$ cat src/rtl/low_level_alarm_beeper_defines.svh
// ----------------------------------------------------------------------------
// Low-level alarm beeper assertion macros
// Macros for the concurrent checks of the beeper sequencer.
// ----------------------------------------------------------------------------
`ifndef LOW_LEVEL_ALARM_BEEPER_DEFINES_SVH
`define LOW_LEVEL_ALARM_BEEPER_DEFINES_SVH

// same-cycle implication, sampled on clk, off during rst
`define LLAB_ASSERT_NOW(name, ante, cons, msg) \
  name: assert property (@(posedge clk) disable iff (rst) (ante) |-> (cons)) \
    else $error(msg);

// next-cycle implication, sampled on clk, off during rst
`define LLAB_ASSERT_NEXT(name, ante, cons, msg) \
  name: assert property (@(posedge clk) disable iff (rst) (ante) |=> (cons)) \
    else $error(msg);

`endif

$ cat src/rtl/llab_pkg.sv
// ----------------------------------------------------------------------------
// Low-level alarm beeper package
// Widths, register codes, reset values, tone constants and shared structs.
// ----------------------------------------------------------------------------
package llab_pkg;

  localparam int MAX_CHANNELS     = 4;
  localparam int TIME_W           = 32;
  localparam int READ_W           = 8;
  localparam int COUNT_W          = 3;
  localparam int BEEPS_W          = 8;
  localparam int DUR_W            = 16;
  localparam int CFG_IDX_W        = 3;
  localparam int CFG_DATA_W       = 32;

  localparam int VOLT_CHANNELS    = 4;
  localparam int SIGNAL_CHANNELS  = 4;

  localparam logic [READ_W-1:0] DISABLED_LIMIT = 8'hFF;

  localparam logic [DUR_W-1:0] VOLT_TONE_FREQ   = 16'd2000;
  localparam logic [DUR_W-1:0] SIGNAL_TONE_FREQ = 16'd1000;
  localparam logic [DUR_W-1:0] VOLT_TONE_LEN    = 16'd200;
  localparam logic [DUR_W-1:0] SIGNAL_TONE_LEN  = 16'd200;

  localparam logic [31:0]        RST_LIMITS       = 32'hFFFF_FFFF;
  localparam logic [BEEPS_W-1:0] RST_VOLT_BEEPS   = 8'd3;
  localparam logic [BEEPS_W-1:0] RST_SIGNAL_TONES = 8'd2;
  localparam logic [DUR_W-1:0]   RST_GAP          = 16'd300;
  localparam logic [DUR_W-1:0]   RST_PAUSE        = 16'd5000;

  localparam logic KIND_VOLT   = 1'b0;
  localparam logic KIND_SIGNAL = 1'b1;

  typedef enum logic [CFG_IDX_W-1:0] {
    REG_VOLT_LIMITS   = 3'd0,
    REG_SIGNAL_LIMITS = 3'd1,
    REG_VOLT_BEEPS    = 3'd2,
    REG_SIGNAL_TONES  = 3'd3,
    REG_VOLT_GAP      = 3'd4,
    REG_VOLT_PAUSE    = 3'd5,
    REG_SIGNAL_GAP    = 3'd6,
    REG_SIGNAL_PAUSE  = 3'd7
  } cfg_reg_t;

  typedef struct packed {
    logic [31:0]        volt_limits;
    logic [31:0]        signal_limits;
    logic [BEEPS_W-1:0] volt_beeps;
    logic [BEEPS_W-1:0] signal_tones;
    logic [DUR_W-1:0]   volt_gap;
    logic [DUR_W-1:0]   volt_pause;
    logic [DUR_W-1:0]   signal_gap;
    logic [DUR_W-1:0]   signal_pause;
  } cfg_t;

  typedef struct packed {
    logic               tone_start;
    logic               tone_kind;
    logic [DUR_W-1:0]   tone_freq;
    logic [DUR_W-1:0]   tone_length;
    logic               volt_alarm_out;
    logic               signal_alarm_out;
    logic [BEEPS_W-1:0] beep_index;
  } result_t;

endpackage

$ cat src/rtl/llab_sample_if.sv
// ----------------------------------------------------------------------------
// Low-level alarm beeper sample channel
// Valid/ready channel carrying one time stamp and the channel readings.
// ----------------------------------------------------------------------------
interface llab_sample_if;
  logic                                 valid;
  logic                                 ready;
  logic [llab_pkg::TIME_W-1:0]          now;
  logic [llab_pkg::READ_W-1:0]          volt_0;
  logic [llab_pkg::READ_W-1:0]          volt_1;
  logic [llab_pkg::READ_W-1:0]          volt_2;
  logic [llab_pkg::READ_W-1:0]          volt_3;
  logic [llab_pkg::READ_W-1:0]          signal_0;
  logic [llab_pkg::READ_W-1:0]          signal_1;
  logic [llab_pkg::READ_W-1:0]          signal_2;
  logic [llab_pkg::READ_W-1:0]          signal_3;
  logic [llab_pkg::COUNT_W-1:0]         volt_count;
  logic [llab_pkg::COUNT_W-1:0]         signal_count;

  modport source (
    output valid, now, volt_0, volt_1, volt_2, volt_3,
           signal_0, signal_1, signal_2, signal_3, volt_count, signal_count,
    input  ready
  );
  modport sink (
    input  valid, now, volt_0, volt_1, volt_2, volt_3,
           signal_0, signal_1, signal_2, signal_3, volt_count, signal_count,
    output ready
  );
endinterface

$ cat src/rtl/llab_result_if.sv
// ----------------------------------------------------------------------------
// Low-level alarm beeper result channel
// Valid/ready channel carrying the tone command and alarm status.
// ----------------------------------------------------------------------------
interface llab_result_if;
  logic                          valid;
  logic                          ready;
  logic                          tone_start;
  logic                          tone_kind;
  logic [llab_pkg::DUR_W-1:0]    tone_freq;
  logic [llab_pkg::DUR_W-1:0]    tone_length;
  logic                          volt_alarm_out;
  logic                          signal_alarm_out;
  logic [llab_pkg::BEEPS_W-1:0]  beep_index;

  modport source (
    output valid, tone_start, tone_kind, tone_freq, tone_length,
           volt_alarm_out, signal_alarm_out, beep_index,
    input  ready
  );
  modport sink (
    input  valid, tone_start, tone_kind, tone_freq, tone_length,
           volt_alarm_out, signal_alarm_out, beep_index,
    output ready
  );
endinterface

$ cat src/rtl/llab_cfg_if.sv
// ----------------------------------------------------------------------------
// Low-level alarm beeper configuration channel
// Valid/ready register write channel: register index and write data.
// ----------------------------------------------------------------------------
interface llab_cfg_if;
  logic                              valid;
  logic                              ready;
  logic [llab_pkg::CFG_IDX_W-1:0]    index;
  logic [llab_pkg::CFG_DATA_W-1:0]   data;

  modport source (output valid, index, data, input ready);
  modport sink (input valid, index, data, output ready);
endinterface

$ cat src/rtl/low_level_alarm_beeper.sv
// ----------------------------------------------------------------------------
// Low-level alarm beeper
// Top level: configuration registers, comparison lanes, sequencer, output
// register.
// ----------------------------------------------------------------------------
// One sample transaction is taken every clock cycle while the output register
// is empty or being drained. Each sample passes through the parallel voltage
// and signal comparison lanes and the shared tone sequencer combinationally
// and lands in the output register, so a result appears in the cycle after
// its sample is taken; throughput is set only by the output register, which
// refills in the cycle it is drained. Configuration writes are always
// accepted and must be issued while no sample is in flight.
module low_level_alarm_beeper #(
  parameter int VOLT_CHANNELS   = llab_pkg::VOLT_CHANNELS,
  parameter int SIGNAL_CHANNELS = llab_pkg::SIGNAL_CHANNELS
) (
  input  logic           clk,
  input  logic           rst,
  llab_sample_if.sink    samples,
  llab_result_if.source  results,
  llab_cfg_if.sink       cfg
);

  llab_pkg::cfg_t                          regs;
  llab_pkg::result_t                       res;
  llab_pkg::result_t                       res_q;
  logic                                    out_valid;
  logic                                    step;
  logic [llab_pkg::MAX_CHANNELS-1:0]       volt_hits;
  logic [llab_pkg::MAX_CHANNELS-1:0]       signal_hits;
  logic [llab_pkg::READ_W-1:0]             volt_rd   [llab_pkg::MAX_CHANNELS];
  logic [llab_pkg::READ_W-1:0]             signal_rd [llab_pkg::MAX_CHANNELS];

  assign cfg.ready = 1'b1;

  always_ff @(posedge clk) begin
    if (rst) begin
      regs.volt_limits   <= llab_pkg::RST_LIMITS;
      regs.signal_limits <= llab_pkg::RST_LIMITS;
      regs.volt_beeps    <= llab_pkg::RST_VOLT_BEEPS;
      regs.signal_tones  <= llab_pkg::RST_SIGNAL_TONES;
      regs.volt_gap      <= llab_pkg::RST_GAP;
      regs.volt_pause    <= llab_pkg::RST_PAUSE;
      regs.signal_gap    <= llab_pkg::RST_GAP;
      regs.signal_pause  <= llab_pkg::RST_PAUSE;
    end else if (cfg.valid) begin
      unique case (llab_pkg::cfg_reg_t'(cfg.index))
        llab_pkg::REG_VOLT_LIMITS:   regs.volt_limits   <= cfg.data;
        llab_pkg::REG_SIGNAL_LIMITS: regs.signal_limits <= cfg.data;
        llab_pkg::REG_VOLT_BEEPS:    regs.volt_beeps    <= cfg.data[llab_pkg::BEEPS_W-1:0];
        llab_pkg::REG_SIGNAL_TONES:  regs.signal_tones  <= cfg.data[llab_pkg::BEEPS_W-1:0];
        llab_pkg::REG_VOLT_GAP:      regs.volt_gap      <= cfg.data[llab_pkg::DUR_W-1:0];
        llab_pkg::REG_VOLT_PAUSE:    regs.volt_pause    <= cfg.data[llab_pkg::DUR_W-1:0];
        llab_pkg::REG_SIGNAL_GAP:    regs.signal_gap    <= cfg.data[llab_pkg::DUR_W-1:0];
        llab_pkg::REG_SIGNAL_PAUSE:  regs.signal_pause  <= cfg.data[llab_pkg::DUR_W-1:0];
        default: ;
      endcase
    end
  end

  assign samples.ready = !out_valid || results.ready;
  assign step          = samples.valid && samples.ready;

  assign volt_rd[0]   = samples.volt_0;
  assign volt_rd[1]   = samples.volt_1;
  assign volt_rd[2]   = samples.volt_2;
  assign volt_rd[3]   = samples.volt_3;
  assign signal_rd[0] = samples.signal_0;
  assign signal_rd[1] = samples.signal_1;
  assign signal_rd[2] = samples.signal_2;
  assign signal_rd[3] = samples.signal_3;

  for (genvar i = 0; i < llab_pkg::MAX_CHANNELS; i++) begin : g_lanes
    if (i < VOLT_CHANNELS) begin : g_volt
      llab_lane u_volt (
        .active  (samples.volt_count > llab_pkg::COUNT_W'(i)),
        .reading (volt_rd[i]),
        .limit   (regs.volt_limits[llab_pkg::READ_W*i +: llab_pkg::READ_W]),
        .hit     (volt_hits[i])
      );
    end else begin : g_volt_off
      assign volt_hits[i] = 1'b0;
    end
    if (i < SIGNAL_CHANNELS) begin : g_signal
      llab_lane u_signal (
        .active  (samples.signal_count > llab_pkg::COUNT_W'(i)),
        .reading (signal_rd[i]),
        .limit   (regs.signal_limits[llab_pkg::READ_W*i +: llab_pkg::READ_W]),
        .hit     (signal_hits[i])
      );
    end else begin : g_signal_off
      assign signal_hits[i] = 1'b0;
    end
  end

  llab_seq u_seq (
    .clk         (clk),
    .rst         (rst),
    .step        (step),
    .now         (samples.now),
    .volt_hits   (volt_hits),
    .signal_hits (signal_hits),
    .cfg         (regs),
    .res         (res)
  );

  always_ff @(posedge clk) begin
    if (rst) begin
      out_valid <= 1'b0;
    end else if (samples.ready) begin
      out_valid <= step;
    end
  end

  always_ff @(posedge clk) begin
    if (step) begin
      res_q <= res;
    end
  end

  assign results.valid            = out_valid;
  assign results.tone_start       = res_q.tone_start;
  assign results.tone_kind        = res_q.tone_kind;
  assign results.tone_freq        = res_q.tone_freq;
  assign results.tone_length      = res_q.tone_length;
  assign results.volt_alarm_out   = res_q.volt_alarm_out;
  assign results.signal_alarm_out = res_q.signal_alarm_out;
  assign results.beep_index       = res_q.beep_index;

endmodule

$ cat src/rtl/llab_lane.sv
// ----------------------------------------------------------------------------
// Low-level alarm beeper channel lane
// Compare one reading against its threshold byte; flag a hit when in use.
// ----------------------------------------------------------------------------
module llab_lane (
  input  logic                          active,
  input  logic [llab_pkg::READ_W-1:0]   reading,
  input  logic [llab_pkg::READ_W-1:0]   limit,
  output logic                          hit
);

  assign hit = active && (limit != llab_pkg::DISABLED_LIMIT) && (reading < limit);

endmodule

$ cat src/rtl/llab_seq.sv
// ----------------------------------------------------------------------------
// Low-level alarm beeper sequencer
// Merge lane hits, latch alarms and run the shared tone sequencer.
// ----------------------------------------------------------------------------
`include "low_level_alarm_beeper_defines.svh"

module llab_seq (
  input  logic                                  clk,
  input  logic                                  rst,
  input  logic                                  step,
  input  logic [llab_pkg::TIME_W-1:0]           now,
  input  logic [llab_pkg::MAX_CHANNELS-1:0]     volt_hits,
  input  logic [llab_pkg::MAX_CHANNELS-1:0]     signal_hits,
  input  llab_pkg::cfg_t                        cfg,
  output llab_pkg::result_t                     res
);

  logic                            volt_alarm;
  logic                            signal_alarm;
  logic [llab_pkg::TIME_W-1:0]     last_tone_time;
  logic [llab_pkg::BEEPS_W-1:0]    beep_counter;

  logic                            volt_alarm_next;
  logic                            signal_alarm_next;
  logic [llab_pkg::TIME_W-1:0]     last_tone_time_next;
  logic [llab_pkg::BEEPS_W-1:0]    beep_counter_next;

  logic                            volt_hit;
  logic                            signal_hit;
  logic                            run;
  logic                            started;
  logic [llab_pkg::BEEPS_W-1:0]    beeps;
  logic [llab_pkg::DUR_W-1:0]      gap;
  logic [llab_pkg::DUR_W-1:0]      pause;
  logic [llab_pkg::TIME_W-1:0]     since;

  assign volt_hit   = |volt_hits;
  assign signal_hit = |signal_hits;

  always_comb begin
    volt_alarm_next     = volt_alarm | volt_hit;
    signal_alarm_next   = signal_alarm | signal_hit;
    last_tone_time_next = last_tone_time;
    beep_counter_next   = beep_counter;
    started             = 1'b0;
    run                 = volt_alarm_next | signal_alarm_next;
    beeps = signal_alarm_next ? cfg.signal_tones : cfg.volt_beeps;
    gap   = signal_alarm_next ? cfg.signal_gap   : cfg.volt_gap;
    pause = signal_alarm_next ? cfg.signal_pause : cfg.volt_pause;
    since = now - last_tone_time;

    if (run) begin
      if (beep_counter == '0) begin
        beep_counter_next   = llab_pkg::BEEPS_W'(1);
        last_tone_time_next = now;
        started             = 1'b1;
      end else if (beep_counter < beeps) begin
        if (since > llab_pkg::TIME_W'(gap)) begin
          beep_counter_next   = beep_counter + llab_pkg::BEEPS_W'(1);
          last_tone_time_next = now;
          started             = 1'b1;
        end
      end else if (since > llab_pkg::TIME_W'(pause)) begin
        beep_counter_next   = '0;
        last_tone_time_next = '0;
      end
    end

    // drop latched alarms once quiet and idle
    if (!volt_hit && !signal_hit && (beep_counter_next == '0)) begin
      volt_alarm_next     = 1'b0;
      signal_alarm_next   = 1'b0;
      last_tone_time_next = '0;
    end

    res.tone_start       = started;
    res.tone_kind        = started ? signal_alarm_next : llab_pkg::KIND_VOLT;
    res.tone_freq        = '0;
    res.tone_length      = '0;
    if (started) begin
      res.tone_freq   = signal_alarm_next ? llab_pkg::SIGNAL_TONE_FREQ
                                          : llab_pkg::VOLT_TONE_FREQ;
      res.tone_length = signal_alarm_next ? llab_pkg::SIGNAL_TONE_LEN
                                          : llab_pkg::VOLT_TONE_LEN;
    end
    res.volt_alarm_out   = volt_alarm_next;
    res.signal_alarm_out = signal_alarm_next;
    res.beep_index       = beep_counter_next;
  end

  always_ff @(posedge clk) begin
    if (rst) begin
      volt_alarm     <= 1'b0;
      signal_alarm   <= 1'b0;
      last_tone_time <= '0;
      beep_counter   <= '0;
    end else if (step) begin
      volt_alarm     <= volt_alarm_next;
      signal_alarm   <= signal_alarm_next;
      last_tone_time <= last_tone_time_next;
      beep_counter   <= beep_counter_next;
    end
  end

  `LLAB_ASSERT_NOW(a_idle_counter, !volt_alarm && !signal_alarm, beep_counter == '0, "beep counter running without alarm")
  `LLAB_ASSERT_NEXT(a_tone_marks, step && started, (last_tone_time == $past(now)) && (beep_counter != '0), "tone start did not record time and count")
  `LLAB_ASSERT_NEXT(a_hold_state, !step, $stable(beep_counter) && $stable(last_tone_time) && $stable(volt_alarm) && $stable(signal_alarm), "sequencer state moved without a transaction")

endmodule

$ cat src/flat_wrapper.sv
// flat-port wrapper written by rule: the top's interface ports become plain ports
module low_level_alarm_beeper_flat 
#(
  parameter int VOLT_CHANNELS   = llab_pkg::VOLT_CHANNELS,
  parameter int SIGNAL_CHANNELS = llab_pkg::SIGNAL_CHANNELS
)
  (clk, rst, samples_valid, samples_now, samples_volt_0, samples_volt_1, samples_volt_2, samples_volt_3, samples_signal_0, samples_signal_1, samples_signal_2, samples_signal_3, samples_volt_count, samples_signal_count, samples_ready, results_valid, results_tone_start, results_tone_kind, results_tone_freq, results_tone_length, results_volt_alarm_out, results_signal_alarm_out, results_beep_index, results_ready, cfg_valid, cfg_index, cfg_data, cfg_ready);
  llab_sample_if samples_i ();
  llab_result_if results_i ();
  llab_cfg_if cfg_i ();
  input  logic clk;
  input  logic rst;
  input wire logic [$bits(samples_i.valid)-1:0] samples_valid;
  input wire logic [$bits(samples_i.now)-1:0] samples_now;
  input wire logic [$bits(samples_i.volt_0)-1:0] samples_volt_0;
  input wire logic [$bits(samples_i.volt_1)-1:0] samples_volt_1;
  input wire logic [$bits(samples_i.volt_2)-1:0] samples_volt_2;
  input wire logic [$bits(samples_i.volt_3)-1:0] samples_volt_3;
  input wire logic [$bits(samples_i.signal_0)-1:0] samples_signal_0;
  input wire logic [$bits(samples_i.signal_1)-1:0] samples_signal_1;
  input wire logic [$bits(samples_i.signal_2)-1:0] samples_signal_2;
  input wire logic [$bits(samples_i.signal_3)-1:0] samples_signal_3;
  input wire logic [$bits(samples_i.volt_count)-1:0] samples_volt_count;
  input wire logic [$bits(samples_i.signal_count)-1:0] samples_signal_count;
  output wire logic [$bits(samples_i.ready)-1:0] samples_ready;
  output wire logic [$bits(results_i.valid)-1:0] results_valid;
  output wire logic [$bits(results_i.tone_start)-1:0] results_tone_start;
  output wire logic [$bits(results_i.tone_kind)-1:0] results_tone_kind;
  output wire logic [$bits(results_i.tone_freq)-1:0] results_tone_freq;
  output wire logic [$bits(results_i.tone_length)-1:0] results_tone_length;
  output wire logic [$bits(results_i.volt_alarm_out)-1:0] results_volt_alarm_out;
  output wire logic [$bits(results_i.signal_alarm_out)-1:0] results_signal_alarm_out;
  output wire logic [$bits(results_i.beep_index)-1:0] results_beep_index;
  input wire logic [$bits(results_i.ready)-1:0] results_ready;
  input wire logic [$bits(cfg_i.valid)-1:0] cfg_valid;
  input wire logic [$bits(cfg_i.index)-1:0] cfg_index;
  input wire logic [$bits(cfg_i.data)-1:0] cfg_data;
  output wire logic [$bits(cfg_i.ready)-1:0] cfg_ready;
  assign samples_i.valid = samples_valid;
  assign samples_i.now = samples_now;
  assign samples_i.volt_0 = samples_volt_0;
  assign samples_i.volt_1 = samples_volt_1;
  assign samples_i.volt_2 = samples_volt_2;
  assign samples_i.volt_3 = samples_volt_3;
  assign samples_i.signal_0 = samples_signal_0;
  assign samples_i.signal_1 = samples_signal_1;
  assign samples_i.signal_2 = samples_signal_2;
  assign samples_i.signal_3 = samples_signal_3;
  assign samples_i.volt_count = samples_volt_count;
  assign samples_i.signal_count = samples_signal_count;
  assign samples_ready = samples_i.ready;
  assign results_valid = results_i.valid;
  assign results_tone_start = results_i.tone_start;
  assign results_tone_kind = results_i.tone_kind;
  assign results_tone_freq = results_i.tone_freq;
  assign results_tone_length = results_i.tone_length;
  assign results_volt_alarm_out = results_i.volt_alarm_out;
  assign results_signal_alarm_out = results_i.signal_alarm_out;
  assign results_beep_index = results_i.beep_index;
  assign results_i.ready = results_ready;
  assign cfg_i.valid = cfg_valid;
  assign cfg_i.index = cfg_index;
  assign cfg_i.data = cfg_data;
  assign cfg_ready = cfg_i.ready;
  low_level_alarm_beeper #(.VOLT_CHANNELS(VOLT_CHANNELS), .SIGNAL_CHANNELS(SIGNAL_CHANNELS)) u_core (.clk(clk), .rst(rst), .samples(samples_i), .results(results_i), .cfg(cfg_i));
endmodule
$ cat config.mk
export PLATFORM = sky130hd
export DESIGN_NAME = low_level_alarm_beeper_flat
export DESIGN_NICKNAME = d
export VERILOG_FILES = /design/src/rtl/llab_pkg.sv /design/src/rtl/llab_sample_if.sv /design/src/rtl/llab_result_if.sv /design/src/rtl/llab_cfg_if.sv /design/src/rtl/low_level_alarm_beeper.sv /design/src/rtl/llab_lane.sv /design/src/rtl/llab_seq.sv /design/src/flat_wrapper.sv
export VERILOG_INCLUDE_DIRS = /design/src /design/src/rtl
export SDC_FILE = /design/constraint.sdc
export NUM_CORES = 1
export LEC_CHECK = 0
export ABC_AREA = 0
export ABC_CLOCK_PERIOD_IN_PS = 6740
export BUFFER_PORTS_ARGS = -buffer_cell sky130_fd_sc_hd__buf_2
export CORE_ASPECT_RATIO = 0.6
export CORE_MARGIN = 4
export CORE_UTILIZATION = 45
export DETAILED_ROUTE_END_ITERATION = 7
export PLACE_DENSITY = 0.69
export SLEW_MARGIN = 20
export SYNTH_ARGS = -nofsm -noshare
export SYNTH_HDL_FRONTEND = slang
export SYNTH_SLANG_ARGS = --single-unit
$ cat constraint.sdc
create_clock -name clk -period 6.74 [get_ports clk]
set_clock_uncertainty 0.15 [all_clocks]
set_input_delay 1.348 -clock clk [delete_from_list [all_inputs] [get_ports clk]]
set_output_delay 1.348 -clock clk [all_outputs]
set_load 0.01 [all_outputs]
# Yosys cells after proc, flatten, opt, wreduce, memory -nomap -nowiden
# Cells that the tools add are included.
# totals
ff_bits	226
input_bits	142
output_inout_bits	47
elab_cells	121
# op_classes
n_addsub	2
order_cmp	19
eq_ne	16
mux	22
bitwise	3
n_reduce_logical	39
# ops
cell	n
32-bit 2-to-1 mux	6
8-bit < comparator	9
32-bit by 16-bit > comparator with 1-bit output	2
8-bit inequality test (second input constant)	8
8-bit 2-to-1 mux	7
16-bit 2-to-1 mux	2
32-bit subtractor	1
1-bit logical AND	19
8-bit zero test	2
2-bit AND reduction	8
3-bit equality test (second input constant)	4
3-bit by 1-bit > comparator with 1-bit output (second input constant)	4
3-bit by 2-bit > comparator with 1-bit output (second input constant)	4
11-bit 2-to-1 mux	1
8-bit by 1-bit adder with 8-bit output (second input constant)	1
4-bit OR reduction	2
3-bit by 2-bit equality test with 1-bit output (second input constant)	2
1-bit 2-to-1 mux	6
4-bit by 2-bit inequality test with 1-bit output (second input constant)	1
4-bit AND reduction	1
4-bit nonzero test	1
3-bit by 1-bit equality test with 1-bit output (second input constant)	1
1-bit zero test	3
3-bit zero test	1
other kinds (3)	5

# Logic depth before layout (Yosys ltp)
# depth
depth_word	15
ltp_mapped	27
ltp_nobuf	22

# Cells and area by module
# A second synthesis with hierarchy kept.
# unflattened
hier_cells	1480
area_unflattened_um2	14134.8
# modules_own_cells
module	instances	cells_each	area_per_inst_um2	seq_area_each_um2
low_level_alarm_beeper	1	590	7020.5	4224.1
llab_seq	1	674	5472.7	840.8
llab_lane	8	27	205.2	0.0

# Least setup slack after synthesis
# Ideal clock, no wire load.
# synth_path
path_type	input-to-reg
start	input port samples_signal_0[6]
end	register u_core.u_seq.last_tone_time[30] (netlist bit)
setup_time_ns	0.129
t_arrival_ns	6.190
required_ns	6.461
setup_slack_ns	0.270
path_stages	21
n_path_buf	3
path_cell_list	ha_1 -> a21oi_1 -> nand2_1 -> a2111oi_0 -> a32o_1 -> or3_1 -> buf_2 -> buf_1 -> mux2i_1 -> ha_1 -> a21o_1 -> a211o_1 -> a221o_1 -> a31o_1 -> or3_1 -> o211a_1 -> a211oi_2 -> nand3_2 -> o31ai_4 -> buf_6 -> o211ai_2
# synth_between
elab_chain_cells	14
word_cells_on_any_way	28
classes_between	order compare (4); eq/ne (1); mux (12); bitwise (2); reduce/logical (9)
# synth_lines
element	line	rtl
from (decl)	flat_wrapper.sv:19	input wire logic [$bits(samples_i.signal_0)-1:0] samples_signal_0;
8-bit < comparator *	llab_lane.sv:12	assign hit = active && (limit != llab_pkg::DISABLED_LIMIT) && (reading < limit);
1-bit logical AND *	llab_lane.sv:12	
4-bit OR reduction *	llab_seq.sv:38	assign signal_hit = |signal_hits;
1-bit OR	llab_seq.sv:42	signal_alarm_next = signal_alarm | signal_hit;
16-bit 2-to-1 mux (on tied branches)	llab_seq.sv:49, llab_seq.sv:48	
32-bit by 16-bit > comparator with 1-bit output (on tied branches)	llab_seq.sv:63, llab_seq.sv:58	
8-bit 2-to-1 mux (on tied branches)	llab_seq.sv:63, llab_seq.sv:58	
8-bit 2-to-1 mux	llab_seq.sv:57	end else if (beep_counter < beeps) begin
8-bit 2-to-1 mux	llab_seq.sv:53	if (beep_counter == '0) begin
8-bit 2-to-1 mux	llab_seq.sv:52	if (run) begin
8-bit zero test	llab_seq.sv:70	if (!volt_hit && !signal_hit && (beep_counter_next == '0)) begin
1-bit logical AND	llab_seq.sv:70	
4-bit by 2-bit inequality test with 1-bit output (no line) (tied with other cells)	-	
4-bit AND reduction (no line)	-	
to (signal assigned)	llab_seq.sv:100	last_tone_time <= last_tone_time_next;
to (decl)	llab_seq.sv:20	logic [llab_pkg::TIME_W-1:0] last_tone_time;
# Mark *: on every way between the ends. The rest lies on a longest branch, timed or not. The select of a mux whose other input is x is not followed.
# A chain may end at the register's enable or synchronous reset.

# Final worst setup path
# layout_path
start	input port samples_signal_3[5]
end	register u_core.u_seq.volt_alarm
# layout_between
elab_chain_cells	13
word_cells_on_any_way	21
classes_between	order compare (4); mux (9); bitwise (2); reduce/logical (6)
# layout_lines
element	line	rtl
from (decl)	flat_wrapper.sv:22	input wire logic [$bits(samples_i.signal_3)-1:0] samples_signal_3;
8-bit < comparator *	llab_lane.sv:12	
1-bit logical AND *	llab_lane.sv:12	
4-bit OR reduction *	llab_seq.sv:38	
1-bit OR	llab_seq.sv:42	
16-bit 2-to-1 mux (on tied branches)	llab_seq.sv:49, llab_seq.sv:48	
32-bit by 16-bit > comparator with 1-bit output (on tied branches)	llab_seq.sv:63, llab_seq.sv:58	
8-bit 2-to-1 mux (on tied branches)	llab_seq.sv:63, llab_seq.sv:58	
8-bit 2-to-1 mux	llab_seq.sv:57	
8-bit 2-to-1 mux	llab_seq.sv:53	
8-bit 2-to-1 mux	llab_seq.sv:52	
8-bit zero test	llab_seq.sv:70	
1-bit logical AND *	llab_seq.sv:70	
1-bit 2-to-1 mux *	llab_seq.sv:70	
to (signal assigned)	llab_seq.sv:98	volt_alarm <= volt_alarm_next;
to (decl)	llab_seq.sv:18	logic volt_alarm;
# Mark *: on every way between the ends. The rest lies on a longest branch, timed or not.

==> flow_metrics.py <==
metrics = {
    "grt": {
        "track_usage_pct": 23.1,
        "grt_max_degree": 101,
        "grt_pass1_vias": 11900,
        "grt_pass1_wl_mm": 63.1,
        "grt_remaining_overflow": 0,
        "antenna_found_initial": 1,
    },
    "power_and_ir_drop": {
        "ir_drop_mv": 0.177,
        "internal_power_mw": 2.44,
        "pwr-share-seq_pct": 35.4,
        "switching_share_pct": 34.0,
        "pwr-share-clk_pct": 31.1,
        "power_switching_mw": 1.26,
        "power.leakage_nw": 7.15,
        "combPwrFrac_pct": 33.5,
        "finalPower_mw": 3.70,
        "power.density_mw_per_mm2": 236,
    },
    "flow_run": {
        "max_cap_violations": 0,
    },
    "route": {
        "top_layer_used": "met4",
        "vias": 13000,
        "wl_met3_mm": 3.23,
        "antenna_left": 0,
        "dr.pass1.iters": 6,
        "drt_wl_total_mm": 40.2,
        "met1Wirelength_mm": 19.9,
        "drt-initial-drc-count": 1172,
        "via_per_inst": 5.75,
        "drc_errors": 0,
        "wl_per_cell_um": 17.8,
        "wl_met2_mm": 16.5,
    },
    "synth": {
        "synthDominantCellAreaShare_pct": 27.6,
        "yosysUniqueCellTypes": 89,
        "synth.area.top_cells": "dfxtp_1, ha_1, nand2_1",
        "synthCells": 1693,
        "ys_seq_area_share_pct": 30.7,
        "synth-main-ff-cell": "dfxtp_1",
        "synth_area_sq_mm": 0.0136,
        "ys_async_sr_fraction_pct": 0,
        "synth-edff-count": 14,
        "syn_avg_cell_area_sq_um": 8.02,
        "synth.largest_area_cell": "dfxtp_1",
        "yosys_warnings": 0,
        "ys_ff_latch": 201,
    },
    "floorplan": {
        "die_y_um": 143,
        "num_io_pins": 189,
        "core.rowCount": 48,
        "start_util_pct": 46.4,
        "die_area_sq_mm": 0.0331,
        "coreArea_sq_mm": 0.0292,
        "die_x_um": 232,
    },
    "critical_path": {
        "cp-start-kind": "input port",
        "rr_worst_depth": 26,
        "crit_family": "compound AO/OA/AOI/OAI gates",
        "path_buf_inv": 6,
        "crit_arrival_ns": 6.75,
        "criticalPathCategory": "input port to flip-flop",
        "worstPathMaxFanout": 7,
        "cp.depth": 26,
        "end_kind": "flip-flop",
        "cpMostUsedCell": "buf_4",
        "critPathSlowestCell": "a2111oi_1",
        "worstPathRequired_ns": 7.00,
        "critical-path-max-stage-delay_ns": 0.45,
    },
    "outcome": {
        "status": "complete, no violations",
    },
    "layout": {
        "diodes": 0,
        "post-route-util_pct": 53.7,
        "seq_area_sq_mm": 0.00416,
        "fin_nets": 2122,
        "syn2layout_area_growth_pct": 15.6,
        "final_cell_mix": "nand2_1, dfxtp_1, buf_2",
        "n_fill_cell": 2744,
        "multi_input_area_sq_mm": 0.00837,
        "drive_above_1_share_pct": 17.5,
        "final_common_cell": "nand2_1",
    },
    "timing": {
        "finalMaxSlewViolations": 0,
        "setup_viol": 0,
        "fmax_mhz": 154,
        "slew_headroom_pct": 23.2,
        "min_period_over_period_pct": 96.3,
        "worst_pin_slew_ns": 1.15,
        "hold_viol": 0,
        "fin_crit_ns": 6.49,
        "setup_ws_ns": 0.249,
    },
    "cts": {
        "root_buffer": "clkbuf_16",
        "htree_levels": 1,
        "clkSlewWorstSetupHoldPaths_ns": 0.07,
        "clock_latency_ns": 0.52,
        "cts_buffers": 21,
        "clock_sinks": 201,
        "cts_tree": "yes",
        "cts_max_path_buffers": 3,
    },
    "placed_design": {
        "routabilityCongestion": 0.983,
        "dp_slack_ns": -0.673,
        "port_buffers": 166,
        "dp_hpwl_mm": 30.4,
    },
    "min_path": {
        "hold_path.class": "flip-flop to flip-flop",
        "whs_path_depth": 2,
    },
}
-- path summary, 6_finish.rpt --
check                      startpoint                      end  slack, ns
hold reg to reg       u_core.regs[28]          u_core.regs[28]       0.30
hold / removal        u_core.regs[28]          u_core.regs[28]       0.30
setup / recovery  samples_signal_3[5]  u_core.u_seq.volt_alarm       0.25
setup reg to reg     u_core.regs[109]  u_core.u_seq.volt_alarm       0.77
-- power groups by stage --
stage          clock network (mW)  logic [mW]  registers [mW]
6_report                     1.15        1.24            1.31
5_1_grt                      1.23        1.36            1.32
2_1_floorplan                   0       0.793            1.33
4_1_cts                      1.18        1.21            1.31
3_5_place_dp                    0        1.20            1.34
3_3_place_gp                    0        1.18            1.33
-- metal layers --
metal  global-route usage, %  up-vias
met5                       0        -
met1                    36.1     6132
met3                    4.46       55
met4                    4.21        0
met2                    32.9      489
li1                        -     6343
-- what timing repair did --
action	CTS	global route
pin swaps	0	1
gates resized for setup	1	5
setup endpoints to repair	34	35
buffers inserted	0	1
hold buffers	0	0
-- area by class of cell --
cell class	instances	area share, %
Tap cell	400	3.19
Clock inverter	7	0.406
Multi-Input combinational cell	1243	53.3
Clock buffer	31	3.85
Sequential cell	201	26.5
Inverter	145	3.47
Timing Repair Buffer	239	9.32
-- kinds of logic after synthesis --
group                    synth area share [%]
AO/OA/AOI/OAI                            23.3
buffers and inverters                    8.62
multiplexers                             4.00
XOR/XNOR                                 1.42
AND/OR/NAND/NOR                          20.0
adder cells (fa/ha/maj)                  11.9
flip-flops                               30.7
other                                  0.0553
-- synth_stat cells, types with 6 or more instances --
library cell,number
nor3b_1,6
clkbuf_1,67
nor2_1,82
nand4_1,29
nand2b_1,11
nor4_1,10
o21ai_1,6
ha_1,128
a211oi_1,18
mux2i_1,52
clkbuf_2,7
buf_4,32
buf_1,7
a21oi_1,111
nand2_1,270
nor3_1,59
and2_1,7
o21a_1,7
or3_1,10
edfxtp_1,14
o21ai_0,71
buf_2,8
o211ai_2,30
inv_1,144
and4_1,10
dfxtp_1,187
o211ai_1,74
a32oi_1,31
xnor2_1,15
a31oi_1,6
xor2_1,7
nor2b_1,7
nand3_1,43
a21o_1,23
-- stage by stage --
| stage | cell area [sq um] | std cells | hold slack, ns | setup TNS (ns) |
|---|---|---|---|---|
| finish | 15700 | 2266 | 0.303 | 0 |
| global route | 15700 | 2266 | 0.324 | -0.0240 |
| CTS | 15700 | 2265 | 0.306 | 0 |
| detailed placement | 15000 | 2227 | 0.297 | -24.93 |
| global placement | 15000 | 2227 | 0.292 | -22.00 |
| floorplan | 13700 | 1713 | 0.282 | 0 |
-- sequential cells by signal, indices dropped and copies added (netlist names) --
| register | cells |
|---|---|
| u_core.regs | 144 |
| u_core.results.beep_index | 8 |
| u_core.results.signal_alarm_out | 1 |
| u_core.results.tone_freq | 3 |
| u_core.results.tone_length | 1 |
| u_core.results.valid | 1 |
| u_core.results.volt_alarm_out | 1 |
| u_core.u_seq.beep_counter | 8 |
| u_core.u_seq.last_tone_time | 32 |
| u_core.u_seq.signal_alarm | 1 |
| u_core.u_seq.volt_alarm | 1 |
-- worst reg2reg max path: stages, from the launching register on --
cell,delay (ns)
dfxtp_1,0.34
inv_1,0.08
ha_1,0.30
a211oi_1,0.21
nor2_1,0.11
nor4b_4,0.42
a22o_1,0.35
or3_1,0.29
buf_4,0.24
buf_12,0.15
mux2i_1,0.23
ha_1,0.28
a21o_1,0.16
nand3_1,0.08
a21oi_1,0.08
a2111oi_1,0.45
buf_4,0.19
a22oi_1,0.06
buf_4,0.16
nor3_1,0.15
a31o_2,0.27
nor2_1,0.10
o31a_1,0.32
nand3_2,0.16
nor3_2,0.12
buf_4,0.16
o41ai_1,0.26
Note: power is estimated with default switching activity, not from simulation.
